[src/rtl/stcg_pkg.sv]
// Shared types, constants and helpers for the scrolling text column generator.
// No dependencies; stcg_rem, the top module and the testbench import this package.
`default_nettype none

package stcg_pkg;

    // Sizing
    localparam int TEXT_DEPTH  = 256;
    localparam int NUM_GLYPHS  = 128;
    localparam int MAX_HEIGHT  = 16;
    localparam int GLYPH_SLOTS = MAX_HEIGHT + 1;   // rows plus the width slot

    localparam int TEXT_AW  = $clog2(TEXT_DEPTH);
    localparam int GLYPH_AW = $clog2(NUM_GLYPHS);
    localparam int HEIGHT_W = $clog2(MAX_HEIGHT + 1);

    // Field widths
    localparam int OPCODE_W   = 3;
    localparam int POS_W      = 8;
    localparam int ROW_W      = 5;
    localparam int VALUE_W    = 8;
    localparam int COL_W      = 16;
    localparam int ID_W       = 7;
    localparam int LEN_W      = 9;
    localparam int CH_W       = 5;
    localparam int CO_W       = 3;
    localparam int GW_W       = 4;                 // glyph width 1..8
    localparam int GLYPH_BITS = 8;                 // bits in one glyph row
    localparam int ROWS_OUT   = (MAX_HEIGHT < COL_W) ? MAX_HEIGHT : COL_W;

    // Stream packing
    localparam int S_ROW_LSB = POS_W;
    localparam int S_VAL_LSB = POS_W + ROW_W;
    localparam int S_TDATA_W = ((POS_W + ROW_W + VALUE_W + 7) / 8) * 8;
    localparam int S_TUSER_W = OPCODE_W + 1;
    localparam int M_TDATA_W = ((COL_W + POS_W + 7) / 8) * 8;
    localparam int M_TUSER_W = 1;

    // Config port
    localparam int CFG_AW = 2;
    localparam int CFG_DW = LEN_W;
    localparam logic [CFG_AW-1:0] CFG_TEXT_OFFSET = 2'd0;
    localparam logic [CFG_AW-1:0] CFG_TEXT_LENGTH = 2'd1;
    localparam logic [CFG_AW-1:0] CFG_CHAR_HEIGHT = 2'd2;

    // Opcodes
    localparam logic [OPCODE_W-1:0] OP_WRITE_TEXT   = 3'd0;
    localparam logic [OPCODE_W-1:0] OP_WRITE_GLYPH  = 3'd1;
    localparam logic [OPCODE_W-1:0] OP_SCROLL_LEFT  = 3'd2;
    localparam logic [OPCODE_W-1:0] OP_SCROLL_RIGHT = 3'd3;
    localparam logic [OPCODE_W-1:0] OP_SET_POS      = 3'd4;

    typedef enum logic [2:0] {
        ST_IDLE,
        ST_TEXT0,
        ST_GLYPH0,
        ST_TEXT1,
        ST_GLYPH1,
        ST_DIV
    } t_state;

    typedef struct packed {
        logic             start;
        logic [POS_W-1:0] dividend;
        logic [LEN_W-1:0] divisor;
    } t_rem_req;

    // floor(num / den) for num < 8 and den in 1..8, by compare against multiples
    function automatic logic [CO_W-1:0] small_quot(input logic [CO_W-1:0] num,
                                                   input logic [GW_W-1:0] den);
        logic [CO_W-1:0] q;
        q = '0;
        for (int j = 1; j < (1 << CO_W); j++) begin
            if (j * int'(den) <= int'(num)) q = CO_W'(j);
        end
        return q;
    endfunction

endpackage

`default_nettype wire

[src/rtl/stcg_rem.sv]
// Restoring remainder unit, one dividend bit per cycle (position mod length).
// Depends on stcg_pkg.
`default_nettype none

module stcg_rem (
    input  logic                      i_clk,
    input  logic                      i_rst_n,
    input  stcg_pkg::t_rem_req        i_req,
    output logic                      o_done,
    output logic [stcg_pkg::LEN_W-1:0] o_rem
);
    import stcg_pkg::*;

    localparam int CNT_W = $clog2(POS_W);

    logic             r_busy;
    logic             r_done;
    logic [CNT_W-1:0] r_cnt;
    logic [LEN_W-1:0] r_rem;
    logic [POS_W-1:0] r_dvd;
    logic [LEN_W-1:0] r_dvs;
    logic [LEN_W:0]   w_trial;
    logic [LEN_W-1:0] n_rem;

    // remainder stays below the divisor, so one subtract per step is enough
    always_comb begin
        w_trial = {r_rem, r_dvd[POS_W-1]};
        if (w_trial >= {1'b0, r_dvs}) begin
            n_rem = LEN_W'(w_trial - {1'b0, r_dvs});
        end else begin
            n_rem = w_trial[LEN_W-1:0];
        end
    end

    always_ff @(posedge i_clk) begin
        if (!i_rst_n) begin
            r_busy <= 1'b0;
            r_done <= 1'b0;
            r_cnt  <= '0;
        end else if (i_req.start) begin
            r_busy <= 1'b1;
            r_done <= 1'b0;
            r_cnt  <= '0;
        end else if (r_busy) begin
            r_cnt <= r_cnt + 1'b1;
            if (r_cnt == CNT_W'(POS_W - 1)) begin
                r_busy <= 1'b0;
                r_done <= 1'b1;
            end
        end else begin
            r_done <= 1'b0;
        end
    end

    always_ff @(posedge i_clk) begin
        if (i_req.start) begin
            r_rem <= '0;
            r_dvd <= i_req.dividend;
            r_dvs <= i_req.divisor;
        end else if (r_busy) begin
            r_rem <= n_rem;
            r_dvd <= {r_dvd[POS_W-2:0], 1'b0};
        end
    end

    assign o_done = r_done;
    assign o_rem  = r_rem;

endmodule

`default_nettype wire

[config.mk]
export PLATFORM = sky130hd
export DESIGN_NAME = stcg_rem
export DESIGN_NICKNAME = d
export VERILOG_FILES = /design/src/rtl/stcg_pkg.sv /design/src/rtl/stcg_rem.sv
export SDC_FILE = /design/constraint.sdc
export NUM_CORES = 1
export LEC_CHECK = 0
export BUFFER_PORTS_ARGS = -buffer_cell sky130_fd_sc_hd__clkbuf_2
export CAP_MARGIN = 20
export CORE_ASPECT_RATIO = 0.7
export CORE_MARGIN = 2
export CORE_UTILIZATION = 59
export CTS_CLUSTER_SIZE = 14
export DETAILED_ROUTE_END_ITERATION = 7
export HOLD_SLACK_MARGIN = 0.12
export PLACE_DENSITY = 0.84
export SYNTH_ARGS = -nofsm -noshare
export SYNTH_HDL_FRONTEND = slang
export SYNTH_SLANG_ARGS = --single-unit
[constraint.sdc]
create_clock -name i_clk -period 6.9 [get_ports i_clk]
set_input_delay 0.345 -clock i_clk [delete_from_list [all_inputs] [get_ports i_clk]]
set_output_delay 0.345 -clock i_clk [all_outputs]
set_load 0.005 [all_outputs]
==> results of run 1 <==
[Yosys cell counts (2+ instances only)]
cell / count / area (um2)
xnor2_1: 4 / 35.03
o311ai_0: 2 / 17.52
a21o_1: 2 / 15.01
dfxtp_1: 14 / 280.3
or3b_2: 2 / 17.52
ha_1: 11 / 137.6
xor2_1: 3 / 26.28
nor3b_1: 2 / 15.01
nor2_1: 13 / 48.80
a21oi_1: 3 / 15.01
or2_2: 2 / 12.51
nand2b_1: 3 / 18.77
nand3_1: 2 / 10.01
mux2_2: 7 / 78.83
edfxtp_1: 17 / 510.5
o21ai_0: 3 / 15.01
a311oi_1: 2 / 17.52
mux2i_1: 6 / 60.06
a211oi_1: 4 / 30.03
nor3_1: 2 / 10.01
nand4b_1: 2 / 17.52
nor2b_1: 2 / 12.51
nand2_1: 4 / 15.01
inv_1: 12 / 45.04
buf_6: 5 / 56.30
[logic make-up (layout without fill, tap and decap cells)]
kind of cell	count (synthesis)	after routing	synth area share
AO/OA/AOI/OAI	28	28	0.1367
XOR/XNOR	7	7	0.03600
adder cells (fa/ha/maj)	12	12	0.09258
buffers and inverters	18	49	0.06171
flip-flops	31	31	0.4644
multiplexers	13	13	0.08156
AND/OR/NAND/NOR	39	39	0.1271
[final cells by class]
type                       count  area [um2]
clock buffer                   6       82.58
sequential                    31       790.8
fill                         209       812.0
clock inverter                 2       35.03
multi-input combinational     99       807.0
timing repair buffer          29       145.1
inverter                      12       45.04
tap                           36       45.04
[per-stage QoR]
stage	util	total power [mW]
after detailed placement	0.6635	0.3351
final	0.7061	0.5188
after global placement	0.6635	0.3268
after floorplan	-	0.3093
after global routing	0.7061	0.5428
after CTS	0.7061	0.5214
[layer usage]
| metal | up-vias | part of all wire | GRT usage |
|---|---|---|---|
| li1 | 599 | - | - |
| met1 | 588 | 0.43 | 0.2872 |
| met2 | 40 | 0.49 | 0.3803 |
| met3 | 4 | 0.064 | 0.06236 |
| met4 | 0 | 0.011 | 0.08000 |
| met5 | - | 0 | 0 |
[report_power, final]
part	leakage (nW)	internal, mW	switching (mW)
Combinational	0.540	0.0514	0.0587
Clock	0.0612	0.117	0.0688
Sequential	0.284	0.212	0.0117
[flip-flops by register name, indices dropped and copies added, names as in the netlist]
name,flops
o_done,1
o_rem,9
r_busy,1
r_cnt,3
r_dvd,8
r_dvs,9
[cells in the final DEF (no fill, tap or decap), drive strengths merged, types with 2 or more instances in the layout]
cell and count:
inv 12, o311ai 2, mux2i 6, a211o 2, nand2b 3, mux2 7
a21oi 3, clkbuf 35, nand4b 2, nor2b 2, nor3 2, o31ai 2
nand2 4, xnor2 4, a21o 3, o21ai 3, edfxtp 17, nand3 2
a211oi 6, or2 2, xor2 3, nor3b 2, a311oi 2, nor2 13
dfxtp 14, ha 11, or3b 2
[path summary, 6_finish.rpt]
| check | from | end | slack [ns] | depth (start not counted) |
|---|---|---|---|---|
| max reg2reg | r_dvd[7] | o_rem[1] | 4.22 | 9 |
| max | r_dvd[7] | o_rem[1] | 4.22 | 9 |
| min reg2reg | o_rem[6] | o_rem[7] | 0.52 | 2 |
| min | i_req[4] | r_dvs[4] | 0.23 | 1 |
==> qor.csv, run 1 <==
metric,value,unit
status,completed,
Pwr Density,266.0,nW/um2
period utilization,0.3881,
Die Ht,48.95,um
clock latency on the worst-skew pair,0.29,ns
Antenna Nets Post-Route,0,
Resized cells post-CTS,0,
clk_skew,0.007537,ns
largest net degree at the start of global routing,33,
DP Cell Count,207,
Max VDD drop,0.1825,mV
Mapped Avg Cell Area,11.51,um2
Post-synth EDFFs,17,
vias in the first global route,1222,
asr flop ratio synth,0,
port bufs,29,
critical path required time,7.03,ns
RSZ-0062 raised after global routing,false,
HP Class,primary input to register,
CTS buffer count,5,
gr ovfl total,0,
dpl hpwl,2.395,mm
final WL,3.288,mm
# rows,16,
Worst-Margin Slew,0.8806,ns
worst slew margin relative to its limit,0.4121,
CP dominant cell by count,inv_1,
Core Box Area,2763,um2
routed len/inst,15.29,um
post-route insts no fill,215,
Crit path buffers/inverters,2,
Leak,0.8857,nW
Ports,30,
Max Slew Vio Count,0,
All-Layer GR Usage,0.2302,
fmax,373.4,MHz
Critical Path Fanout Max,14,
critical path class,register to register,
CTS Hold Bufs,0,
number of clock sinks,31,
Final Hold Vio Count,0,
Syn-to-layout area delta,14.55,%
1st-iter DRT viols,51,
number of remaining DRC errors,0,
Synth Cell Area,1703,um2
"Seq/Total Area, Yosys",0.4644,
setup slack after layout,4.222,ns
Mapped Cells,148,
Yosys Warn Count,0,
first-pass GRT wire length,5.595,mm
crit-path leading delay family,compound AO/OA/AOI/OAI gates,
share of layout cells above drive strength 1,0.3240,
"Reg clk slew, reported paths",0.07,ns
Crit path arrival time,2.81,ns
Mapped Nets,180,
vias,1231,
fin area,1951,um2
Die Footprint,3339,um2
final setup fails,0,
hold slack,0.2256,ns
drt first pass iters,4,
Worst setup EP type,register,
Max Cap Viol,0,
routability congestion estimate,0.8045,
post-place setup slack,4.228,ns
Worst Setup Start Kind,register,
Layout Nets,210,
setup_tns,0,ns
Vias/cell,5.726,
Max clock buf depth,2,
placed instance area,1833,um2
Period minus WS final,2.678,ns
Setup Buffers After CTS,0,
main flop type after synthesis,edfxtp_1,
distinct cell type count after synthesis,44,
synthesis-stage register bit count,31,
Die W,68.21,um
CTS Root Cell,clkbuf_8,
critical-path cell list,inv_1 -> ha_1 -> inv_1 -> fa_1 -> a211oi_2 -> o31ai_2 -> a211oi_4 -> mux2i_1 -> a211oi_1,
initial antenna violation count,0,
Worst path max stage delay,0.63,ns
ant diodes,0,
Starting Density,0.6164,
CTS HTree Levels,2,
TritonCTS clock tree,yes,
Crit-path slowest cell,a211oi_4,
(Power assumes the default switching activity.)
==> run 2, diff against run 1 <==
Settings changed: CORE_UTILIZATION 59 to 50, PLACE_DENSITY 0.84 to 0.75.
Clock period 6.9 ns to 2.1 ns, I/O delays scaled along.
==> run 2 against run 1 <==
- the flow now finishes with violations (negative setup slack)
- flip-flop and latch count stayed put
- combinational power rose to 4.6 times the previous value
- final cell count is 16% higher
- global-route usage fell by 1.4 points
- die area is 17% higher
- register-to-register slack worse by 4.5 ns
- sequential share of layout area shrank 5.7 points
- count of clock-buffer cells in the layout shrank 1
- hold slack worse by 0.11 ns
- core utilization grew 0.53 points
- via count increased by 7.8%
- critical path depth increased by 1
==> qor.csv, run 2 (same netlist as run 1, synthesis figures left out) <==
metric,value,unit,change
fmax,418.0,MHz,+12%
final core utilization,0.7114,,+0.005304
"most common cell after layout, fill and taps aside",clkbuf_2,,
placed instance area,1967,um2,+7.3%
initial antenna violation count,0,,unchanged
DP Cell Count,224,,+8.2%
critical path required time,2.24,ns,-4.79 ns
most frequent cells in the layout,"clkbuf_2, buf_4, edfxtp_1, dfxtp_1",,
Syn-to-layout area delta,33.28,%,
"Reg clk slew, reported paths",0.07,ns,about the same
number of clock sinks,31,,unchanged
Core Box Area,3191,um2,+15%
CTS Root Cell,clkbuf_8,,
post-place setup slack,-0.2772,ns,-4.505 ns
CP Depth,10,,+1
Die Ht,52.83,um,+7.9%
worst reg-to-reg setup slack,-0.29,ns,-4.51 ns
R2R cell count,10,,+1
Vias/cell,5.308,,-7.3%
routability congestion estimate,0.9248,,+15%
failing checks,negative setup slack,,
Ports,30,,unchanged
Die Footprint,3896,um2,+17%
Sequential Area,790.8,um2,unchanged
RSZ-0062 raised after global routing,true,,
Period minus WS final,2.393,ns,-0.2853 ns
status,"finished, violations left",,
first-pass GRT wire length,6.189,mm,+11%
CTS buffer count,5,,unchanged
All-Layer GR Usage,0.2161,,-0.01406
Worst-Margin Slew,0.6840,ns,-0.1966 ns
share of layout cells above drive strength 1,0.3962,,+0.07220
# rows,17,,+1
Antenna Nets Post-Route,0,,unchanged
Worst setup EP type,register,,
CP dominant cell by count,a211oi_4,,
final WL,3.609,mm,+9.8%
hold path cells,2,,+1
Crit path arrival time,2.54,ns,-0.27 ns
critical path class,register to register,,
FILL cells,235,,+12%
total power,1.810,mW,+250%
Max Cap Viol,0,,unchanged
Critical Path Fanout Max,7,,-7
vias,1327,,+7.8%
Worst path max stage delay,0.38,ns,-0.25 ns
Max clock buf depth,2,,unchanged
routed len/inst,14.44,um,-5.6%
Starting Density,0.5337,,-0.08267
clk_skew,0.006584,ns,-0.0009537 ns
Layout Nets,243,,+16%
Pwr Density,797.3,nW/um2,+200%
critical-path cell list,inv_1 -> ha_2 -> inv_2 -> fa_2 -> a211oi_4 -> o31ai_4 -> a211oi_4 -> buf_6 -> mux2i_2 -> a211oi_2,,
crit-path leading delay family,compound AO/OA/AOI/OAI gates,,
Multi-input gate area,849.6,um2,+5.3%
Worst Setup Start Kind,register,,
port bufs,29,,unchanged
HP Class,primary input to register,,
Die W,73.75,um,+8.1%
gr ovfl total,0,,unchanged
ant diodes,0,,unchanged
1st-iter DRT viols,53,,+3.9%
Max Slew Vio Count,0,,unchanged
drt first pass iters,4,,unchanged
Crit-path slowest cell,edfxtp_1,,
CTS HTree Levels,2,,unchanged
post-route insts no fill,250,,+16%
worst slew margin relative to its limit,0.5440,,+0.1319
largest net degree at the start of global routing,33,,unchanged
Max VDD drop,0.3910,mV,+110%
vias in the first global route,1399,,+14%
TritonCTS clock tree,yes,,
dpl hpwl,2.585,mm,+7.9%
fin area,2270,um2,+16%
final setup fails,9,,+9
clock latency on the worst-skew pair,0.29,ns,about the same
number of remaining DRC errors,0,,unchanged
period utilization,1.139,,+0.7512
setup slack after layout,-0.2925,ns,-4.515 ns
Crit path buffers/inverters,3,,+1
Final Hold Vio Count,0,,unchanged
Leak,1.032,nW,+16%
-- run 2: path summary, 6_finish.rpt --
| check | startpoint | end |
|---|---|---|
| worst max register to register | r_dvd[7] | o_rem[4] |
| worst min register to register | r_cnt[2] | r_cnt[2] |
| worst min-delay path | i_req[13] | r_dvd[4] |
| worst max-delay path | r_dvd[7] | o_rem[4] |
-- run 2: power by group --
part / switching [mW] / internal, mW
clock: 0.226 / 0.347
combinational: 0.243 / 0.268
sequential: 0.0303 / 0.695
total: 0.500 / 1.31
-- run 2: stage by stage --
step	TNS, ns	hold slack [ns]
after floorplan	-0.4828	0.2039
after global placement	-0.8094	0.2813
after detailed placement	-1.639	0.2836
after CTS	-1.675	0.1201
after global routing	-2.848	0.1340
final	-2.013	0.1202
-- run 2: cell type report --
| class | count | area share |
|---|---|---|
| clock buffer | 5 | 0.03032 |
| clock inverter | 3 | 0.01709 |
| inverter | 12 | 0.01985 |
| multi-input combinational | 99 | 0.3743 |
| sequential | 31 | 0.3484 |
| tap | 38 | 0.02095 |
| timing repair buffer | 62 | 0.1891 |
-- run 2: repair_timing --
| item | CTS | global route |
|---|---|---|
| pin swaps | 4 | 0 |
| resized for setup | 8 | 1 |
| setup buffers | 3 | 2 |
| endpoints found under the hold margin | 13 | 0 |
| hold buffers | 13 | 0 |
| endpoints found under the setup margin | 9 | 9 |
-- run 2: worst reg2reg max path, delay by kind of cell, from the launching register on --
kind,cells,cell delay [ns]
multiplexers,1,0.23
buffers and inverters,3,0.30
adder cells (fa/ha/maj),2,0.54
AO/OA/AOI/OAI,4,0.80
flip-flops,1,0.38
-- run 2: per-layer routing --
metal	track usage	part of all wire	wire (um)
met4	0.1061	0.019	70
met5	0	0	0
met3	0.05385	0.048	174
met2	0.3318	0.43	1551
met1	0.2843	0.50	1812
==> run 3, diff against run 2 <==
Settings changed: CORE_UTILIZATION 50 to 52, CTS_BUF_LIST from default to sky130_fd_sc_hd__clkbuf_8, PLACE_DENSITY 0.75 to 0.78.
==> run 3 against run 2 <==
- the run still ends with negative setup slack left
- non-clock buffer count fell by 1
- maximum frequency fell by 0.66%
- sequential power about the same
- critical path depth is the same
- first-iteration DRC count down 15%
- critical endpoint unchanged
==> qor.csv, run 3 (same netlist as run 1, synthesis figures left out) <==
metric,value,unit,change
Leak,1.022,nW,-0.92%
clock power share,0.274,,-0.043
ant diodes,0,,unchanged
Worst setup EP type,register,,
largest net degree at the start of global routing,33,,unchanged
sequential power share,0.423,,+0.022
Ports,30,,unchanged
first-pass GRT wire length,6.203,mm,+0.23%
TritonCTS clock tree,yes,,
failing checks,negative setup slack,,
Max VDD drop,0.4288,mV,+9.7%
Syn-to-layout area delta,33.14,%,
Max Slew Vio Count,0,,unchanged
Hold Path End,r_dvd[2],,
HP Class,primary input to register,,
worst slew margin relative to its limit,0.5214,,-0.02260
Worst R2R End,o_rem[4],,
initial antenna violation count,0,,unchanged
vias,1384,,+4.3%
fmax,415.2,MHz,-0.66%
dpl hpwl,2.549,mm,-1.4%
drt first pass iters,4,,unchanged
hold path cells,2,,unchanged
DP Cell Count,224,,unchanged
Starting Density,0.5409,,+0.007213
CTS Root Cell,clkbuf_8,,
period utilization,1.147,,+0.007532
CTS HTree Levels,2,,unchanged
Critical Path Fanout Max,6,,-1
vias in the first global route,1359,,-2.9%
Worst Setup Start Kind,register,,
critical-path cell list,inv_2 -> ha_4 -> inv_2 -> fa_2 -> a211oi_4 -> o31ai_4 -> a211oi_4 -> buf_6 -> mux2i_2 -> a211oi_2,,
number of remaining DRC errors,0,,unchanged
routability congestion estimate,0.8593,,-7.1%
Switching Share,0.2915,,+0.01551
Pwr Density,759.7,nW/um2,-4.7%
status,"finished, violations left",,
Max clock buf depth,2,,unchanged
gr ovfl total,0,,unchanged
# rows,17,,unchanged
final WL,3.909,mm,+8.3%
"Reg clk slew, reported paths",0.06,ns,about the same
CTS buffer count,5,,unchanged
crit-path leading delay family,compound AO/OA/AOI/OAI gates,,
worst reg-to-reg setup slack,-0.31,ns,-0.02 ns
number of clock sinks,31,,unchanged
routed len/inst,15.70,um,+8.7%
Layout Nets,242,,-0.41%
FILL cells,220,,-6.4%
P_sw,0.5021,mW,+0.52%
Power Internal,1.220,mW,-6.9%
Die Footprint,3756,um2,-3.6%
clk_skew,0.002102,ns,-0.004481 ns
"most common cell after layout, fill and taps aside",clkbuf_2,,
most frequent cells in the layout,"clkbuf_2, buf_4, edfxtp_1, dlygate4sd3_1, dfxtp_1",,
Antenna Nets Post-Route,0,,unchanged
Crit path arrival time,2.55,ns,about the same
final setup fails,9,,unchanged
RSZ-0062 raised after global routing,true,,
All-Layer GR Usage,0.2274,,+0.01128
combinational share of power,0.303,,+0.021
Period minus WS final,2.408,ns,+0.01582 ns
Vias/cell,5.558,,+4.7%
Max Cap Viol,0,,unchanged
Die Ht,51.88,um,-1.8%
RR Startpoint,r_dvd[7],,
post-place setup slack,-0.3124,ns,-0.03518 ns
1st-iter DRT viols,45,,-15%
Worst path max stage delay,0.40,ns,+0.02 ns
post-route insts no fill,249,,-0.40%
setup slack after layout,-0.3083,ns,-0.01582 ns
Core Box Area,3148,um2,-1.3%
critical path class,register to register,,
Crit-path slowest cell,edfxtp_1,,
clock latency on the worst-skew pair,0.28,ns,about the same
R2R cell count,10,,unchanged
Crit path buffers/inverters,3,,unchanged
min-delay src,i_req[11],,
Final Hold Vio Count,0,,unchanged
port bufs,29,,unchanged
Die W,72.40,um,-1.8%
Worst-Margin Slew,0.7179,ns,+0.03391 ns
share of layout cells above drive strength 1,0.3934,,-0.002861
critical path required time,2.24,ns,about the same
## run 3: cell types whose count changed in the layout (fill, tap and decap cells not counted), sizes merged
cell,before,now
bufinv,1,0
clkinv,2,1
clkbuf,34,35
inv,12,13
buf,20,18
dlygate4sd3,13,14
## run 3: how the worst max path moves through the flow
stage	startpoint	end	cells past startpoint
global route	r_dvd[7]	o_rem[3]	10
finish	r_dvd[7]	o_rem[4]	10
global placement	r_dvd[7]	o_rem[8]	10
floorplan	r_dvd[7]	o_rem[1]	10
detailed placement	r_dvd[7]	o_rem[8]	10
CTS	r_dvd[7]	o_rem[1]	10
## run 3: layout make-up
type                       count  area [um2]  area share
clock buffer                   6       82.58     0.03642
timing repair buffer          61       424.2      0.1871
sequential                    31       790.8      0.3488
tap                           38       47.55     0.02097
inverter                      12       45.04     0.01987
clock inverter                 2       7.507    0.003311
multi-input combinational     99       869.6      0.3836
## run 3: what timing repair did
item / CTS / global route
endpoints found under the hold margin: 14 / 0
setup buffers: 1 / 2
gates cloned: 0 / 0
pin swaps: 4 / 6
setup endpoints to repair: 9 / 9
resized for setup: 6 / 6
hold buffers: 14 / 0
## run 3: per-layer routing
layer  global-route usage  routed length [um]
met1               0.2755                1748
met2               0.3700                1829
met3              0.06977                 217
met4               0.1142                 113
met5                    0                   0
## run 3: power by group through the flow
stage | Sequential, mW | Combinational [mW] | Clock (mW)
after CTS | 0.726 | 0.477 | 0.478
after global routing | 0.732 | 0.565 | 0.513
after floorplan | 0.731 | 0.299 | 0
final | 0.728 | 0.521 | 0.472
after detailed placement | 0.739 | 0.433 | 0
after global placement | 0.735 | 0.416 | 0
## run 3: per-stage QoR
| stage | cell area, um2 | hold slack [ns] | util | total power, mW | setup TNS (ns) |
|---|---|---|---|---|---|
| after floorplan | 1722 | 0.2039 | - | 1.030 | -0.4828 |
| after global placement | 1967 | 0.2817 | 0.6248 | 1.151 | -0.7057 |
| after detailed placement | 1967 | 0.2836 | 0.6248 | 1.172 | -1.549 |
| after CTS | 2218 | 0.1211 | 0.7047 | 1.682 | -1.446 |
| after global routing | 2267 | 0.1272 | 0.7202 | 1.809 | -3.185 |
| final | 2267 | 0.1234 | 0.7202 | 1.722 | -2.444 |
